<file path="src/hdl/hla_pkg.sv">
// Shared types and constants for the hole list allocator.
// Used by hla_cell, hla_ctrl and hole_list_allocator; no dependencies.
package hla_pkg;

	localparam int MaxHoles = 32;
	localparam int AddrWidth = 16;
	localparam int IdxWidth = $clog2(MaxHoles);
	localparam int CntWidth = $clog2(MaxHoles + 1);
	localparam int PoolReset = 1024;

	localparam logic [1:0] PolicyFirst = 2'd0;
	localparam logic [1:0] PolicyBest = 2'd1;
	localparam logic [1:0] PolicyWorst = 2'd2;

	localparam logic [1:0] StatusOk = 2'd0;
	localparam logic [1:0] StatusNoFit = 2'd1;
	localparam logic [1:0] StatusFull = 2'd2;

	localparam logic CfgPolicy = 1'b0;
	localparam logic CfgPool = 1'b1;

	typedef logic [AddrWidth-1:0] addr_t;

	typedef struct packed {
		addr_t top;
		addr_t size;
	} hole_t;

	// Command broadcast to every cell.
	typedef enum logic [2:0] {
		CMD_HOLD,
		CMD_INIT,
		CMD_CARVE,
		CMD_REMOVE,
		CMD_INSERT,
		CMD_MERGE
	} cell_cmd_t;

	typedef struct packed {
		cell_cmd_t cmd;
		logic [IdxWidth-1:0] idx;
		hole_t hole;
		addr_t amount;
	} cell_ctl_t;

	typedef enum logic [2:0] {
		ST_IDLE,
		ST_SCAN,
		ST_APPLY,
		ST_INS,
		ST_MERGE,
		ST_SUM,
		ST_DONE
	} state_t;

endpackage

</file>
<file path="src/hdl/hla_cell.sv">
// One table slot of the hole list allocator: holds one hole, shifts with its neighbors.
// Depends on hla_pkg.
module hla_cell (
	input logic clk,
	input logic [hla_pkg::IdxWidth-1:0] my_idx,
	input hla_pkg::cell_ctl_t ctl,
	input hla_pkg::hole_t init_hole,
	input hla_pkg::hole_t from_prev,
	input hla_pkg::hole_t from_next,
	output hla_pkg::hole_t hole
);
	import hla_pkg::*;

	hole_t hole_q;
	logic [AddrWidth:0] msum;

	assign hole = hole_q;
	assign msum = {1'b0, hole_q.size} + {1'b0, from_next.size};

	// Slot update: load on init, local edit at idx, shift up above idx, shift down past idx
	always_ff @(posedge clk) begin
		case (ctl.cmd)
			CMD_INIT: hole_q <= init_hole;
			CMD_CARVE: if (my_idx == ctl.idx) begin
				hole_q.top <= hole_q.top - ctl.amount;
				hole_q.size <= hole_q.size - ctl.amount;
			end
			CMD_REMOVE: if (my_idx >= ctl.idx) begin
				hole_q <= from_next;
			end
			CMD_INSERT: if (my_idx == ctl.idx) begin
				hole_q <= ctl.hole;
			end else if (my_idx > ctl.idx) begin
				hole_q <= from_prev;
			end
			CMD_MERGE: if (my_idx == ctl.idx) begin
				hole_q.size <= msum[AddrWidth] ? '1 : msum[AddrWidth-1:0];
			end else if (my_idx > ctl.idx) begin
				hole_q <= from_next;
			end
			default: ;
		endcase
	end
endmodule

</file>
<file path="config.mk">
export PLATFORM = sky130hd
export DESIGN_NAME = hla_cell
export DESIGN_NICKNAME = d
export VERILOG_FILES = /design/src/hdl/hla_pkg.sv /design/src/hdl/hla_cell.sv
export SDC_FILE = /design/constraint.sdc
export NUM_CORES = 1
export LEC_CHECK = 0
export BUFFER_PORTS_ARGS = -buffer_cell sky130_fd_sc_hd__buf_4
export CAP_MARGIN = 0
export CORE_MARGIN = 2
export CORE_UTILIZATION = 46
export CTS_BUF_LIST = sky130_fd_sc_hd__clkbuf_16
export DETAILED_ROUTE_END_ITERATION = 12
export PLACE_DENSITY = 0.87
export SLEW_MARGIN = 20
export SYNTH_ARGS = -nofsm -noshare
export SYNTH_HDL_FRONTEND = slang
export SYNTH_SLANG_ARGS = --single-unit
</file>
<file path="constraint.sdc">
create_clock -name clk -period 13.7 [get_ports clk]
set_input_delay 0.685 -clock clk [delete_from_list [all_inputs] [get_ports clk]]
set_output_delay 0.685 -clock clk [all_outputs]
set_load 0.005 [all_outputs]
</file>
# Yosys cells after proc, flatten, opt, wreduce, memory -nomap -nowiden
# Cells that the tools add are included.
# totals
output_inout_bits,32
register_bits,32
input_bits,158
wordCells,31
# classes
magnitude_cmp,2
add_sub_neg,3
reduce_logical,3
mux,9
n_eq_ne,12
# ops
cell,count
32-bit 2-to-1 mux,5
32-bit case mux with 5 select lines,1
16-bit 2-to-1 mux,3
16-bit subtractor,2
16-bit by 16-bit adder with 17-bit output,1
"2-bit inequality test, second input constant",4
"3-bit by 2-bit == test with 1-bit output, second input constant",2
"3-bit == test, second input constant",2
"3-bit inequality test, second input constant",2
6-bit AND reduction,1
5-bit == test,1
5-bit >= comparator,1
5-bit greater-than comparator,1
5-bit AND reduction,1
5-bit nonzero test,1
"3-bit by 1-bit == test with 1-bit output, second input constant",1

# Depth between registers and ports, before layout
# logic_depth
ltp_word,4
depth_mapped,11

# Worst setup path before layout
# Ideal clock, no wire load.
# synth_timing
path_type,input to register
from,input ctl[51] in the netlist's numbering
to,register hole_q (netlist bit hole[16]) (enable)
arrival_time_ps,4477
slack_ps,8746
cell_stages,9
path_buffers,2
path_cell_list,inv_1 -> ha_1 -> and4_1 -> and2_1 -> clkbuf_1 -> buf_2 -> nand2_1 -> a21boi_1 -> a2111oi_0
# synth_between
elab_chain_cells,3
word_cells_on_any_way,9
classes_between,order compare (2); eq/ne (6); reduce/logical (1)
# synth_lines
element,line,rtl
"start, declared",hla_cell.sv:6,"input hla_pkg::cell_ctl_t ctl,"
5-bit greater-than comparator (tied with other cells),"hla_cell.sv:33, hla_cell.sv:38",
3-bit inequality test (no line) / 2-bit inequality test (equally long branches),n/a,
6-bit AND reduction (no line) (*),n/a,
"end signal, assigned",hla_cell.sv:32,hole_q <= ctl.hole;
"end signal, assigned",hla_cell.sv:34,hole_q <= from_prev;
"end signal, assigned",hla_cell.sv:39,hole_q <= from_next;
"end, declared",hla_cell.sv:14,hole_t hole_q;
# Mark *: on every way between the ends. The rest lies on a longest branch, timed or not.
# A chain may end at the register's enable or synchronous reset.

# Final worst setup path
# layout_timing
from,input my_idx[3] in the netlist's numbering
to,"register hole_q (netlist bit hole[6]), data pin"
# layout_between
elab_chain_cells,3
word_cells_on_any_way,4
classes_between,eq/ne (1); mux (3)
# layout_lines
element,line,rtl
"start, declared",hla_cell.sv:5,"input logic [hla_pkg::IdxWidth-1:0] my_idx,"
5-bit == test (*),"hla_cell.sv:31, hla_cell.sv:36",
16-bit 2-to-1 mux / 32-bit 2-to-1 mux (equally long branches),"hla_cell.sv:36, hla_cell.sv:31",
32-bit case mux with 5 select lines (*),hla_cell.sv:22,case (ctl.cmd)
"end signal, assigned",hla_cell.sv:23,CMD_INIT: hole_q <= init_hole;
"end signal, assigned",hla_cell.sv:32,
"end signal, assigned",hla_cell.sv:34,
# Marks and branches as above.

==> reports/qor.json <==
{
  "status": "finished, final reports clean",
  "mux_share_of_post_synthesis_cell_area_pct": 3.51,
  "antenna_cells_inserted": 0,
  "finalMaxSlewViolations": 0,
  "clkSinkCount": 32,
  "dieWidth_um": 107,
  "detailedRoute.firstPassIterationCount": 6,
  "io_buffer_count": 189,
  "avgSynthCellArea_um2": 7.58,
  "rrSetupSlack_ps": 10520,
  "antenna_violations_before_repair": 0,
  "dp_cells": 941,
  "worstPathArrival_ps": 3620,
  "number_of_post_cts_setup_repair_buffers": 0,
  "post-route-period-util_pct": 26.4,
  "final_core_utilization_pct": 63.1,
  "global_route_usage_over_all_layers_pct": 29.6,
  "finalSetupTns_ps": 0,
  "dr_total_vias": 5741,
  "synth_compound_gate_area_share_pct": 33.5,
  "type_of_destination_of_the_critical_path": "flip-flop",
  "num-nets-final": 1024,
  "cts_max_level": 2,
  "yosys_register_bits": 32,
  "achievable_frequency_mhz": 276,
  "synth_flop_cell": "sky130_fd_sc_hd__edfxtp_1",
  "layout_commonest_cell": "sky130_fd_sc_hd__buf_4",
  "first_global_vias": 5549,
  "post_synth_inst_count": 648,
  "cts_buffers": 5,
  "dieArea_um2": 11500,
  "post_synth_and_or_nand_nor_area_fraction_pct": 18.0,
  "synth_fa_ha_area_share_pct": 14.2,
  "detailedPlacementHpwl_um": 13400,
  "tritoncts": "done",
  "synth_unique_cells": 64,
  "slew_headroom_pct": 34.3,
  "final_period_minus_worst_setup_slack_ps": 3620,
  "leakage_nw": 2.90,
  "cts_root_buffer": "sky130_fd_sc_hd__clkbuf_16",
  "worst_hold_slack_ps": 697,
  "xor_xnor_share_of_the_synthesized_area_pct": 5.88,
  "tightest_slew_ps": 982,
  "critical_path.slowest_cell": "sky130_fd_sc_hd__or3_1",
  "max-vdd-ir-drop_uv": 56.0,
  "worstHoldPathType": "input pin to flip-flop",
  "critical_path.max_stage_delay_ps": 600,
  "async_flop_share_pct": 0,
  "drive_gt1_share_pct": 26.1,
  "gpl.final_weighted_congestion": 0.938,
  "worst_clock_skew_ps": 3.96,
  "syn_to_final_growth_pct": 33.0,
  "drv_cap": 0,
  "critical_path_class": "input pin to flip-flop",
  "synth_top_family_by_area": "compound AO/OA/AOI/OAI gates",
  "instance_area_at_placement_um2": 6400,
  "via_to_cell_ratio": 6.06,
  "rsz0062_at_grt": "false",
  "grt_pass1_wl_um": 27300,
  "synthesis.area_um2": 4910,
  "worstPathRequired_ps": 13710,
  "dieHeight_um": 107,
  "synth_sequential_area_ratio_pct": 19.6,
  "yosysWarningCount": 0,
  "route.detailed.drc": 0,
  "holdBufCountCts": 0,
  "largest_register_ffs": 32,
  "crit_path_start_kind": "input pin",
  "synth_fp_nets": 860,
  "setup_viol_count_final": 0,
  "largest_net_degree_at_the_start_of_global_routing": 63,
  "clock_latency_ps": 280,
  "global_route.overflow_total": 0,
  "synth-edff-count": 32,
  "post_cts.resized_instances": 0,
  "core_region_area_um2": 10400,
  "route.antenna.remaining_nets": 0,
  "finalInstanceArea_um2": 6540,
  "io_pins": 190,
  "cp_max_fo": 23,
  "drtIter0Drc": 451,
  "finalHoldViolations": 0,
  "finalNonFillerCells": 948,
  "clkSlewWorstSetupHoldPaths_ps": 50,
  "rows": 37,
  "final_cell_mix": "192 x sky130_fd_sc_hd__buf_4, 90 x sky130_fd_sc_hd__nand2_1, 67 x sky130_fd_sc_hd__a21oi_1",
  "timing.critical_path.cells": "buf_4 > ha_1 > and4_1 > nand2_1 > or3_1 > o31a_1 > o221a_1 > nor3_1 > o22ai_1",
  "power_density_nw_per_um2": 77.5,
  "post_drt_wl_per_cell_um": 18.4,
  "initial_utilization_pct": 47.4,
  "drt_wl_total_um": 17500,
  "ctsLongestPathBuffers": 2
}
cells by family (layout without fill, tap and decap cells):
logic type | count (synthesis) | in the layout
muxes | 17 | 17
and+or+nand+nor | 198 | 198
DFF | 32 | 32
adders and majority gates | 54 | 54
AOI/OAI and AO/OA | 246 | 246
xor gates and xnor gates | 33 | 33
buffers and inverters | 68 | 232
cell type report:
cell class              count  area, um2
clock buffers               5        125
inverters                  33        124
flip-flops and latches     32        961
clock inverters             2       7.51
well taps                 136        170
multi-input cells         548       3710
repair buffers            192       1440
fillers                   965       3830
layer usage:
layer | vias up | global-route usage, % | wire (um)
li1 | 2772 | - | -
met1 | 2647 | 39.0 | 7150
met2 | 285 | 49.6 | 8400
met3 | 37 | 4.42 | 1530
met4 | 0 | 9.98 | 375
met5 | - | 0 | 0
critical path, delay by kind of cell:
family | cells | cell delay, ps
adder cells (fa/ha/maj) | 1 | 280
buffers and inverters | 1 | 110
AO/OA/AOI/OAI | 3 | 990
AND/OR/NAND/NOR | 4 | 1550
synth_stat cells, drive strengths merged, types with 3 or more instances:
library cell / n / area share (%)
mux2i: 15 / 3.1
o22ai: 16 / 2.2
nor2: 50 / 3.8
o21ai: 45 / 4.7
xnor2: 16 / 2.9
nand2: 91 / 7.0
o21bai: 3 / 0.46
ha: 51 / 13
a21o: 8 / 1.2
nand2b: 11 / 1.4
or3: 4 / 0.51
o221ai: 21 / 3.7
a21boi: 3 / 0.46
o211ai: 13 / 2.0
a211oi: 12 / 1.8
a211o: 4 / 0.71
fa: 3 / 1.2
edfxtp: 32 / 20
a2bb2oi: 3 / 0.53
o21a: 13 / 2.0
xor2: 17 / 3.0
o31ai: 5 / 0.76
o311ai: 3 / 0.53
nand3: 8 / 0.81
a21oi: 67 / 6.8
buf: 6 / 0.59
and2: 4 / 0.51
nor2b: 5 / 0.64
nor3: 7 / 0.71
and3: 6 / 0.76
inv: 32 / 2.4
a221oi: 7 / 1.2
a31oi: 6 / 0.76
nand4: 3 / 0.38
clkbuf: 29 / 2.2
per-stage QoR:
| stage | setup WS [ps] | total power [W] |
|---|---|---|
| floorplan | 8750 | 0.000299 |
| global placement | 10020 | 0.000390 |
| detailed placement | 9920 | 0.000395 |
| CTS | 10160 | 0.000503 |
| global route | 9950 | 0.000536 |
| finish | 10080 | 0.000506 |
report_power, final:
part / switching (W) / internal (W)
logic: 0.000140 / 0.000125
registers: 0.0000107 / 0.000123
clock network: 0.0000428 / 0.0000651
total: 0.000194 / 0.000313
path summary, 6_finish.rpt:
kind,start,depth (start not counted),end
setup / recovery,my_idx[3],9,hole[6]$_DFFE_PP_
hold / removal,init_hole[18],3,hole[18]$_DFFE_PP_
setup reg to reg,hole[0]$_DFFE_PP_,9,hole[6]$_DFFE_PP_
hold reg to reg,hole[31]$_DFFE_PP_,3,hole[31]$_DFFE_PP_
Note: power is estimated with default switching activity, not from simulation.
