<file path="src/hdl/hla_pkg.sv">
// Shared types and constants for the hole list allocator.
// Used by hla_cell, hla_ctrl and hole_list_allocator; no dependencies.
package hla_pkg;

	localparam int MaxHoles = 32;
	localparam int AddrWidth = 16;
	localparam int IdxWidth = $clog2(MaxHoles);
	localparam int CntWidth = $clog2(MaxHoles + 1);
	localparam int PoolReset = 1024;

	localparam logic [1:0] PolicyFirst = 2'd0;
	localparam logic [1:0] PolicyBest = 2'd1;
	localparam logic [1:0] PolicyWorst = 2'd2;

	localparam logic [1:0] StatusOk = 2'd0;
	localparam logic [1:0] StatusNoFit = 2'd1;
	localparam logic [1:0] StatusFull = 2'd2;

	localparam logic CfgPolicy = 1'b0;
	localparam logic CfgPool = 1'b1;

	typedef logic [AddrWidth-1:0] addr_t;

	typedef struct packed {
		addr_t top;
		addr_t size;
	} hole_t;

	// Command broadcast to every cell.
	typedef enum logic [2:0] {
		CMD_HOLD,
		CMD_INIT,
		CMD_CARVE,
		CMD_REMOVE,
		CMD_INSERT,
		CMD_MERGE
	} cell_cmd_t;

	typedef struct packed {
		cell_cmd_t cmd;
		logic [IdxWidth-1:0] idx;
		hole_t hole;
		addr_t amount;
	} cell_ctl_t;

	typedef enum logic [2:0] {
		ST_IDLE,
		ST_SCAN,
		ST_APPLY,
		ST_INS,
		ST_MERGE,
		ST_SUM,
		ST_DONE
	} state_t;

endpackage

</file>
<file path="src/hdl/hla_ctrl.sv">
// Sequencer for the hole list allocator: scans, edits and sums over the cell row.
// Depends on hla_pkg.
module hla_ctrl (
	input logic clk,
	input logic arst_n,
	input logic start,
	input logic func,
	input hla_pkg::addr_t req_size,
	input hla_pkg::addr_t block_top,
	input logic [1:0] fit_policy,
	input logic cfg_init,
	input logic pool_empty,
	input hla_pkg::hole_t tab [hla_pkg::MaxHoles],
	input logic res_taken,
	output hla_pkg::cell_ctl_t ctl,
	output logic busy,
	output logic res_valid,
	output logic [1:0] res_status,
	output hla_pkg::addr_t res_top,
	output logic [hla_pkg::CntWidth-1:0] res_count,
	output hla_pkg::addr_t res_total
);
	import hla_pkg::*;

	state_t state_q, state_d;
	logic [CntWidth-1:0] used_q;
	logic [CntWidth-1:0] ptr_q;
	logic func_q;
	addr_t req_q, btop_q;
	logic found_q, done_scan_q;
	logic [IdxWidth-1:0] pick_q;
	addr_t pick_size_q;
	logic [1:0] status_q;
	addr_t atop_q;
	logic [AddrWidth:0] total_q;
	logic valid_q;

	logic [IdxWidth-1:0] pidx;
	hole_t cur, nxt;
	logic in_range, fits, better;
	addr_t bottom;
	logic [AddrWidth+1:0] tsum;

	assign pidx = ptr_q[IdxWidth-1:0];
	assign in_range = ptr_q < used_q;
	assign cur = tab[pidx];
	assign nxt = tab[(pidx == IdxWidth'(MaxHoles - 1)) ? pidx : pidx + 1'b1];
	assign fits = cur.size >= req_q;
	assign better = !found_q
		|| (fit_policy == PolicyBest && cur.size < pick_size_q)
		|| (fit_policy == PolicyWorst && cur.size > pick_size_q);
	assign bottom = cur.top - cur.size;
	assign tsum = {1'b0, total_q} + {2'b0, cur.size};

	// Next state
	always_comb begin
		state_d = state_q;
		unique case (state_q)
			ST_IDLE: if (start) begin
				state_d = ST_SCAN;
			end
			ST_SCAN: if (!in_range || done_scan_q
					|| (!func_q && fits && fit_policy == PolicyFirst)
					|| (func_q && !(btop_q < cur.top))) begin
				state_d = ST_APPLY;
			end
			ST_APPLY: begin
				if (!func_q || req_q == '0 || used_q >= CntWidth'(MaxHoles)) state_d = ST_SUM;
				else state_d = ST_INS;
			end
			ST_INS: state_d = ST_MERGE;
			ST_MERGE: if (ptr_q + 1'b1 >= used_q) begin
				state_d = ST_SUM;
			end
			ST_SUM: if (!in_range) begin
				state_d = ST_DONE;
			end
			ST_DONE: if (!valid_q || res_taken) begin
				state_d = ST_IDLE;
			end
			default: state_d = ST_IDLE;
		endcase
	end

	// Cell commands
	always_comb begin
		ctl.cmd = CMD_HOLD;
		ctl.idx = pidx;
		ctl.hole = '{top: btop_q, size: req_q};
		ctl.amount = req_q;
		unique case (state_q)
			ST_APPLY: if (!func_q && found_q && fit_policy <= PolicyWorst) begin
				ctl.idx = pick_q;
				ctl.cmd = CMD_CARVE;
			end
			ST_INS: ctl.cmd = CMD_INSERT;
			ST_MERGE: if (ptr_q + 1'b1 < used_q && bottom == nxt.top) begin
				ctl.cmd = CMD_MERGE;
			end
			default: ;
		endcase
		if (cfg_init) ctl.cmd = CMD_INIT;
		// Empty hole left by a carve is removed on entry to ST_SUM
		if (state_q == ST_SUM && ptr_q == '0 && !func_q && found_q && req_q != '0
				&& tab[pick_q].size == '0 && status_q == StatusOk && !done_scan_q) begin
			ctl.idx = pick_q;
			ctl.cmd = CMD_REMOVE;
		end
	end

	// Sequencer registers
	always_ff @(posedge clk or negedge arst_n) begin
		if (!arst_n) begin
			state_q <= ST_IDLE;
			used_q <= CntWidth'(1);
			valid_q <= 1'b0;
			ptr_q <= '0;
			func_q <= 1'b0;
			req_q <= '0;
			btop_q <= '0;
			found_q <= 1'b0;
			done_scan_q <= 1'b0;
			pick_q <= '0;
			pick_size_q <= '0;
			status_q <= StatusOk;
			atop_q <= '0;
			total_q <= '0;
		end else begin
			state_q <= state_d;
			if (cfg_init) used_q <= pool_empty ? '0 : CntWidth'(1);
			unique case (state_q)
				ST_IDLE: if (start) begin
					func_q <= func;
					req_q <= req_size;
					btop_q <= block_top;
					ptr_q <= '0;
					found_q <= 1'b0;
					done_scan_q <= 1'b0;
					pick_q <= '0;
					pick_size_q <= '0;
				end
				ST_SCAN: begin
					if (!func_q && in_range && fits && better) begin
						found_q <= 1'b1;
						pick_q <= pidx;
						pick_size_q <= cur.size;
					end
					if (state_d == ST_SCAN) ptr_q <= ptr_q + 1'b1;
				end
				ST_APPLY: begin
					status_q <= StatusOk;
					atop_q <= '0;
					if (!func_q) begin
						if (found_q && fit_policy <= PolicyWorst) atop_q <= tab[pick_q].top;
						else status_q <= StatusNoFit;
					end else if (req_q != '0 && used_q >= CntWidth'(MaxHoles)) begin
						status_q <= StatusFull;
					end
					if (state_d == ST_SUM) ptr_q <= '0;
					total_q <= '0;
				end
				ST_INS: begin
					used_q <= used_q + 1'b1;
					ptr_q <= '0;
				end
				ST_MERGE: begin
					if (state_d == ST_SUM) ptr_q <= '0;
					else if (ctl.cmd == CMD_MERGE) used_q <= used_q - 1'b1;
					else ptr_q <= ptr_q + 1'b1;
				end
				ST_SUM: begin
					if (ctl.cmd == CMD_REMOVE) begin
						used_q <= used_q - 1'b1;
						done_scan_q <= 1'b1;
					end else if (in_range) begin
						total_q <= tsum[AddrWidth+1:AddrWidth] != '0 ? {1'b0, 16'hFFFF}
							: tsum[AddrWidth:0];
						ptr_q <= ptr_q + 1'b1;
					end
					if (state_d == ST_DONE) valid_q <= 1'b1;
				end
				ST_DONE: if (res_taken) begin
					valid_q <= 1'b0;
				end
				default: ;
			endcase
		end
	end

	assign busy = state_q != ST_IDLE;
	assign res_valid = valid_q;
	assign res_status = status_q;
	assign res_top = atop_q;
	assign res_count = used_q;
	assign res_total = total_q[AddrWidth-1:0];
endmodule

</file>
<file path="config.mk">
export PLATFORM = sky130hd
export DESIGN_NAME = hla_ctrl
export DESIGN_NICKNAME = d
export VERILOG_FILES = /design/src/hdl/hla_pkg.sv /design/src/hdl/hla_ctrl.sv
export SDC_FILE = /design/constraint.sdc
export NUM_CORES = 1
export LEC_CHECK = 0
export BUFFER_PORTS_ARGS = -buffer_cell sky130_fd_sc_hd__buf_2
export CORE_AREA = 2 2 455 457
export DETAILED_ROUTE_END_ITERATION = 6
export DIE_AREA = 0 0 457 459
export PLACE_DENSITY = 0.43
export SLEW_MARGIN = 20
export SYNTH_ARGS = -nofsm -noshare
export SYNTH_HDL_FRONTEND = slang
export SYNTH_SLANG_ARGS = --single-unit
</file>
<file path="constraint.sdc">
create_clock -name clk -period 8.5 [get_ports clk]
set_input_delay 1.275 -clock clk [delete_from_list [all_inputs] [get_ports clk]]
set_output_delay 1.275 -clock clk [all_outputs]
set_load 0.01 [all_outputs]
</file>
* Yosys cells after proc, flatten, opt, wreduce, memory -nomap -nowiden *
Cells that the tools add are included.

word-level totals
  flip-flop bits (word level) = 107
  latch bits = 0
  bits in writable memories = 0
  memory bits (read-only) = 0
  input port bits = 1065
  output and inout port bits = 98
  word-level logic and storage cells = 174
  memories = 0

operators by class
  $add $sub $neg = 6
  multiply operators = 0
  div/mod/pow operators = 0
  magnitude comparators = 12
  equal/unequal tests = 25
  shift-type cells = 0
  mux-type cells = 60
  bitwise logic cells = 3
  reductions and logical operators = 54

operators with widths
  operator                                    count
  binary-select mux 32 bit (select 5 bit)     3
  2-to-1 mux 32 bit                           6
  2-to-1 mux 6 bit                            11
  2-to-1 mux 16 bit                           4
  2-to-1 mux 17 bit                           3
  case mux 6 bit (6 select lines)             1
  case mux 17 bit (2 select lines)            1
  zero test 16 bit                            2
  < comparator 16 bit                         2
  case mux 16 bit (2 select lines)            1
  >= comparator 6 bit, second input constant  4
  2-to-1 mux 3 bit                            8
  case mux 3 bit (7 select lines)             1
  logical AND 1 bit                           20
  2-to-1 mux 5 bit                            4
  adder 17 x 16 -> 18 bit                     1
  equality test 3 bit, second input constant  6
  NOT 5 -> 6 bit                              3
  case mux 6 bit (3 select lines)             1
  equality test 16 bit                        1
  >= comparator 16 bit                        1
  greater-than comparator 16 bit              1
  nonzero test 16 bit                         1
  subtractor 16 bit                           1
  other kinds (32)                            73

* Longest topological paths before layout *
Gate-level depths: netlist (run 1).

  depth after elaboration = 16
  depth in mapped cells = 30

* Worst setup path after synthesis (run 1) *
No wires, ideal clock.

  path type = register to output
  start = register ptr_q[0]
  end = output port ctl[55] in the netlist's numbering
  arrival = 7.077 ns
  required time = 7.225 ns
  setup slack = 0.148 ns
  cell stages (with the launch flop) = 25
  buffers on the path = 8
  cells stage by stage = dfrtp_1 buf_6 buf_2 buf_2 buf_2 buf_2 buf_1 clkbuf_1 buf_1 mux4_2 mux4_2 mux2i_1 inv_1 ha_1 fa_1 nor2b_1 o31a_1 o21ai_0 a31oi_1 xnor2_1 xnor2_1 o2111ai_1 or4_1 or4b_4 a21oi_1

RTL lines
  element                   RTL line         RTL
  start: declaration        hla_ctrl.sv:27   logic [CntWidth-1:0] ptr_q;
  start signal: assignment  hla_ctrl.sv:148  if (state_d == ST_SCAN) ptr_q <= ptr_q + 1'b1;
  start signal: assignment  hla_ctrl.sv:169  else ptr_q <= ptr_q + 1'b1;
  start signal: assignment  hla_ctrl.sv:178  ptr_q <= ptr_q + 1'b1;
  end: declaration          hla_ctrl.sv:15   output hla_pkg::cell_ctl_t ctl,

==> results of run 1 <==
[registers in the layout, indices dropped and copies added, names as in the netlist, 3 cells and up]
signal	cells
total_q	17
btop_q	16
pick_size_q	16
req_q	16
res_top	16
ptr_q	6
res_count	6
pick_q	5
state_q	3
[metrics by stage]
step | power (mW) | setup WS (ns) | std cells
2_1_floorplan | 7.81 | 0.148 | 2683
3_3_place_gp | 12.0 | 0.513 | 6404
3_5_place_dp | 12.1 | 0.554 | 6404
4_1_cts | 12.6 | 0.0602 | 6420
5_1_grt | 13.3 | 0.0762 | 6507
6_report | 12.5 | 0.360 | 6559
[what timing repair did]
action	4_1_cts	5_1_grt
endpoints found under the setup margin	0	1
buffers inserted	0	1
hold endpoints to repair	0	0
[cells in the final DEF (no fill, tap or decap), types with 35 or more instances in the layout]
| cell | netlist | routed |
|---|---|---|
| buf_4 | 54 | 110 |
| o21ai_0 | 115 | 115 |
| nor4_1 | 105 | 101 |
| nor3_1 | 39 | 39 |
| mux2_2 | 70 | 70 |
| dfrtp_1 | 106 | 96 |
| xnor2_1 | 35 | 35 |
| nand2_1 | 222 | 221 |
| diode_2 | 0 | 138 |
| buf_2 | 33 | 1161 |
| inv_1 | 96 | 95 |
| ha_1 | 98 | 96 |
| nand3_1 | 35 | 35 |
| mux4_2 | 531 | 531 |
| a21oi_1 | 82 | 82 |
| mux2i_1 | 311 | 310 |
| nor2_1 | 92 | 91 |
[synthesized netlist by cell type, drive strengths merged (19+ instances only)]
library cell | count | area share [%]
or4 | 23 | 0.60
inv | 100 | 1.3
mux4 | 531 | 42
xnor2 | 40 | 1.4
o21ai | 120 | 2.1
nor2b | 26 | 0.57
a21oi | 82 | 1.4
nor3 | 39 | 0.68
nand4 | 29 | 0.63
ha | 98 | 4.3
a211oi | 22 | 0.58
o211ai | 19 | 0.50
nor4 | 105 | 2.3
a31oi | 19 | 0.41
buf | 160 | 3.4
a22oi | 29 | 0.76
nor2 | 93 | 1.2
dfrtp | 106 | 9.2
nand3 | 35 | 0.61
mux2 | 72 | 2.8
clkbuf | 115 | 1.5
mux2i | 311 | 11
a21o | 31 | 0.81
and2 | 20 | 0.44
nand2 | 222 | 2.9
[how the worst max path moves through the flow]
stage / slack (ns) / endpoint / from / cells after the start
after floorplan: 0.15 / ctl[55] / ptr_q[0] / 24
after global placement: 0.51 / ctl[55] / tab[640] / 18
after detailed placement: 0.55 / ctl[55] / ptr_q[0] / 15
after CTS: 0.06 / ctl[55] / ptr_q[0] / 15
after global routing: 0.08 / ctl[55] / ptr_q[0] / 20
final: 0.36 / ctl[55] / ptr_q[0] / 20
[power breakdown]
part / switching, mW / leakage (nW) / total, mW / internal, mW
Clock: 0.291 / 0.138 / 0.497 / 0.207
Sequential: 0.519 / 1.35 / 1.25 / 0.731
Combinational: 6.15 / 13.8 / 10.8 / 4.64
Total: 6.95 / 15.3 / 12.5 / 5.58
[worst min-delay path, cell delays in order, from the launching register on]
cell	delay, ns
dfrtp_1	0.35
nand2_1	0.04
o21ai_0	0.06
[cell families after synthesis]
| logic type | synth area share, % |
|---|---|
| xor gates and xnor gates | 1.73 |
| DFF | 9.33 |
| AOI/OAI and AO/OA | 11.1 |
| buffers and inverters | 6.26 |
| and+or+nand+nor | 11.8 |
| adders and majority gates | 4.41 |
| muxes | 55.3 |
[routing by layer]
layer	track usage [%]	share of wire, %
met2	36.5	44
met4	10.0	4.8
met5	0	0.33
met3	6.86	9.0
met1	30.8	42
[area by class of cell]
type	count	area share [%]
antenna	138	0.897
clock buffer	10	0.594
clock inverter	6	0.146
inverter	101	1.01
multi-input combinational	2200	63.2
sequential	107	7.05
tap	2704	8.78
timing repair buffer	1293	18.4
==> impl_metrics.toml, run 1 <==
[outcome]
status = "completed"

[job]
cap_violations = 0

[sta]
whs_ns = 0.484
fmax_mhz = 123
fin_setup_tns_ns = 0
period_needed_ns = 8.14
rsz0062_at_grt = "false"
finClkSkew_ns = 0.0217
slew_violations = 0
tightestPinTransition_ns = 1.11
post-route-period-util_pct = 95.8
max_slew_margin_pct = 25.6
setup_violations = 0
hold_viol_final = 0

[critical_path]
rr_startpoint = "ptr_q[0]"
worstSetupPathType = "reg2out"
reg2reg_depth = 22
worst-r2r-setup-slack_ns = 1.40
crit_path_start_kind = "register"
slowest_stage = "dfrtp_4"
critical-path-top-delay-family = "simple AND/OR/NAND/NOR gates"
cpPeakStageDelay_ns = 0.82
cp.arrival_ns = 6.87
cp_data_required_time_ns = 7.22
endpoint_kind = "primary output"
cp_num_buf_inv = 5
worstPathCellList = "buf_12 -> buf_4 -> buf_4 -> mux4_2 -> mux4_2 -> nand2_1 -> and2_1 -> inv_1 -> ha_1 -> nand3_1 -> a211oi_1 -> o21ai_0 -> a31oi_1 -> xnor2_1 -> xnor2_1 -> o2111ai_1 -> or4_1 -> or4b_4 -> a21oi_1 -> buf_2"
cp_max_fo = 12
r2r-end = "res_count[2]"

[yosys]
syn-mean-instance-area_sq_um = 10.7
netlist_instances = 2683
syn_nets = 3848
ys.flop_type = "dfrtp_1"
synth_async_sr_flop_share_pct = 100
yosysSeqAreaShare_pct = 9.33
ys.warnings.count = 0
syn_area_sq_um = 28700
synth.distinct_cells = 87
ys_seq_elements = 107
synth_edf_count = 0

[cells_and_area]
multi_input_area_sq_um = 24300
stdcell_area_sq_um = 38500
synthToLayoutAreaGrowth_pct = 34.2
layout.nets = 4877
fin_util_pct = 18.7
fillers = 23073
layout-drive-gt1-share_pct = 52.9
regArea_sq_um = 2710

[hold_path]
min_to = "res_top[10]"
hold_depth = 2
hp-class = "reg2reg"
hold_path.startpoint = "res_top[10]"

[cts]
cts_resized = 0
cts_max_level = 3
cts_root_buf = "clkbuf_16"
cts_sinks = 107
clockBufferDepth = 2
cts_buffers = 9
worstSkewPairLatency_ns = 0.44
cts_tree = "yes"
hold_buffers = 0
clk_pin_slew_ns = 0.10

[global_route]
grt_antenna_before_repair = 255
grt_pass1_vias = 32593
grt_overflow = 0
grt_pass1_wl_mm = 330
grt_max_degree = 79
grt_use_total_pct = 23.7

[die]
die_h_um = 459
die_w_um = 457
pin_count = 1163
core_area_sq_um = 206000
die-area_sq_um = 210000
start_util_pct = 14.0
row_count = 167

[placed_design]
gp_congestion = 1.00
port_buffers = 1162
dpl.hpwl_mm = 226
placed_cell_area_sq_um = 37900

[routing]
vias = 33551
drtIter0Drc = 3549
wl_mm = 260
viasPerCell = 5.12
ant_nets = 0
wl_per_cell_um = 39.7
drc_errors = 0
drtPass1Iterations = 6

[power]
power.density_nw_per_um2 = 325
leakagePower_nw = 15.3
peakVddDrop_uv = 225
Power figures use the tool's default switching activity.
==> inputs of run 2 (changes only) <==
--- a/config.mk
+++ b/config.mk
@@ -5,11 +5,13 @@
 export SDC_FILE = /design/constraint.sdc
 export NUM_CORES = 1
 export LEC_CHECK = 0
+export ABC_AREA = 1
 export BUFFER_PORTS_ARGS = -buffer_cell sky130_fd_sc_hd__buf_2
-export CORE_AREA = 2 2 455 457
+export CORE_AREA = 2 2 459 461
+export CTS_BUF_LIST = sky130_fd_sc_hd__clkbuf_2 sky130_fd_sc_hd__clkbuf_4 sky130_fd_sc_hd__clkbuf_8
 export DETAILED_ROUTE_END_ITERATION = 6
-export DIE_AREA = 0 0 457 459
-export PLACE_DENSITY = 0.43
+export DIE_AREA = 0 0 461 463
+export PLACE_DENSITY = 0.44
 export SLEW_MARGIN = 20
 export SYNTH_ARGS = -nofsm -noshare
 export SYNTH_HDL_FRONTEND = slang
==> run 2 against run 1 <==
Final area up 0.64%. Fmax rose by 0.40%. Sequential cell count is the same. Highest routed layer unchanged. Power up 2.6%.
==> impl_metrics.toml, run 2 <==
[outcome]
status = "completed"

[routing]
wl_mm = 289
wl_per_cell_um = 30.6
vias = 48378
drtIter0Drc = 5840
viasPerCell = 5.12
ant_nets = 0
drc_errors = 0
drtPass1Iterations = 6

[critical_path]
cp_common_cell = "nand2_1"
cp.arrival_ns = 6.83
slowest_stage = "o32ai_2"
endpoint_kind = "primary output"
worstPathCellList = "buf_12 -> buf_4 -> o21ai_0 -> o22ai_1 -> o211ai_1 -> nand3_1 -> o32ai_2 -> inv_1 -> ha_1 -> a21oi_1 -> o21ai_0 -> a21oi_1 -> nand3_1 -> nand2_1 -> nand3b_1 -> nand2_1 -> nor2_1 -> nand4_1 -> o21bai_1 -> nand2_1 -> inv_1 -> buf_2"
cpPeakStageDelay_ns = 0.63
crit_path_start_kind = "register"
worstSetupPathType = "reg2out"
cp_data_required_time_ns = 7.22
cp_max_fo = 141

[yosys]
synth_top_cell_by_area = "o21ai_0"
syn_nets = 6879
yosysTopAreaCellShare_pct = 15.1
synth_async_sr_flop_share_pct = 100
ys.flop_type = "dfrtp_1"
ys_seq_elements = 107
syn_area_sq_um = 29800
netlist_instances = 5714
post-synth-top-count-cell = "nand2_1"
synthTopCellsByCount = "nand2_1, o21ai_0, nor2_1"
synth.area.top_cells = "o21ai_0, nand2_1, nand3_1"
synth.distinct_cells = 62
synth_edf_count = 0
syn-mean-instance-area_sq_um = 5.22
ys.warnings.count = 0
yosysSeqAreaShare_pct = 8.98

[cells_and_area]
top_register = "total_q"
layout.nets = 7661
layout_common_cells = "buf_2, nand2_1, o21ai_0, nor2_1, nand3_1"
fin_cells = 9448
synthToLayoutAreaGrowth_pct = 29.9
fin_util_pct = 18.6
largest_register_ffs = 17
layout-drive-gt1-share_pct = 20.9
mostFrequentLayoutCell = "buf_2"

[cts]
cts_tree = "yes"
cts_max_level = 3
clk_pin_slew_ns = 0.14
worstSkewPairLatency_ns = 0.58
cts_resized = 0
cts_root_buf = "clkbuf_8"
cts_buffers = 9
hold_buffers = 0
cts_sinks = 107
clockBufferDepth = 2
cts_setup_buffers = 0

[sta]
hold_viol_final = 0
slew_violations = 0
finClkSkew_ns = 0.0614
whs_ns = 0.501
max_slew_margin_pct = 9.88
post-route-period-util_pct = 95.4
period_needed_ns = 8.11
fin_setup_tns_ns = 0
rsz0062_at_grt = "false"
fmax_mhz = 123
setup_violations = 0
tightestPinTransition_ns = 1.33

[die]
die-area_sq_um = 213000
pin_count = 1163
start_util_pct = 14.3
die_w_um = 461
die_h_um = 463
core_area_sq_um = 209000
row_count = 168

[power]
leakagePower_nw = 17.9
p_clk_share_pct = 3.2
peakVddDrop_uv = 257
p_switching_mw = 8.71
pwr-share-seq_pct = 8.1
intPower_mw = 4.14
power.density_nw_per_um2 = 332
comb_power_share_pct = 88.7
switching_share_pct = 67.8

[placed_design]
dp_cells = 9289
port_buffers = 1162
dpl.hpwl_mm = 227
gp_congestion = 0.955

[global_route]
grt_use_total_pct = 25.7
grt_pass1_wl_mm = 385
grt_max_degree = 149
grt_overflow = 0
grt_antenna_before_repair = 195
grt_pass1_vias = 45220

[hold_path]
hp-class = "reg2reg"

[job]
cap_violations = 0
[run 2: cell types whose count changed in the layout (fill, tap and decap cells not counted), moves of 30 or more]
cell      delta
nor2_1     +636
o221ai_1    +53
o22ai_1    +197
nand3_1    +681
nand2_1    +890
o21ai_0    +782
xnor2_1     -30
a21oi_1    +247
mux2_2      -70
mux2i_1    -310
mux4_2     -531
nor4_1      -72
o211ai_1   +101
inv_1      +382
[run 2: logic make-up (layout without fill, tap and decap cells)]
logic type	count (synthesis)	after routing	share of synthesized area [%]
AND/OR/NAND/NOR	2735	2735	38.9
AO/OA/AOI/OAI	1757	1757	33.5
buffers and inverters	995	1782	13.9
flip-flops	107	107	8.98
adder cells (fa/ha/maj)	100	100	4.24
XOR/XNOR	20	20	0.587
other	0	142	0
[run 2: final timing paths]
kind | startpoint | endpoint | slack (ns) | cells after the start
max | ptr_q[0] | ctl[55] | 0.39 | 22
min | res_top[0] | res_top[0] | 0.50 | 2
max in group asynchronous | arst_n | pick_q[3] | 6.28 | 2
min reg2reg | res_top[0] | res_top[0] | 0.50 | 2
max reg2reg | ptr_q[0] | ptr_q[1] | 1.63 | 26
min in group asynchronous | arst_n | btop_q[13] | 0.79 | 1
[run 2: power groups by stage]
stage	Combinational [mW]	Sequential, mW	Clock [mW]
after floorplan	6.82	0.877	0
after global placement	11.3	1.04	0
after detailed placement	11.3	1.05	0
after CTS	11.4	1.04	0.435
after global routing	12.4	1.06	0.436
final	11.4	1.04	0.412
[run 2: area by class of cell]
class                      instances  area (sq um)
multi-input combinational       4612         23200
fill                           24698        170000
clock inverter                     5          43.8
antenna                          142           355
inverter                         495          1900
sequential                       107          2710
tap                             2805          3510
timing repair buffer            1271          6900
clock buffer                      11           151
[run 2: per-layer routing]
metal | routed length (um) | vias to the layer above | track usage (%) | share of wire, %
li1 | - | 21397 | - | -
met3 | 24100 | 723 | 5.76 | 8.3
met2 | 135000 | 3039 | 42.5 | 47
met1 | 111000 | 23133 | 30.0 | 38
met5 | 578 | - | 0 | 0.20
met4 | 19000 | 86 | 15.6 | 6.6
[run 2: through the flow]
stage / power [mW] / cell area, sq um / setup WS (ns)
after CTS: 12.8 / 38400 / 0.581
after global placement: 12.4 / 38200 / 1.07
after detailed placement: 12.4 / 38200 / 1.21
final: 12.9 / 38800 / 0.392
after floorplan: 7.69 / 29800 / 2.96
after global routing: 13.9 / 38700 / 0.150
[run 2: critical path, delay by kind of cell (launching register included)]
family,cells,cell delay [ns]
compound gates,8,2.38
fa+ha+maj,1,0.38
simple gates,8,1.41
flops,1,0.61
buf+inv,5,1.13
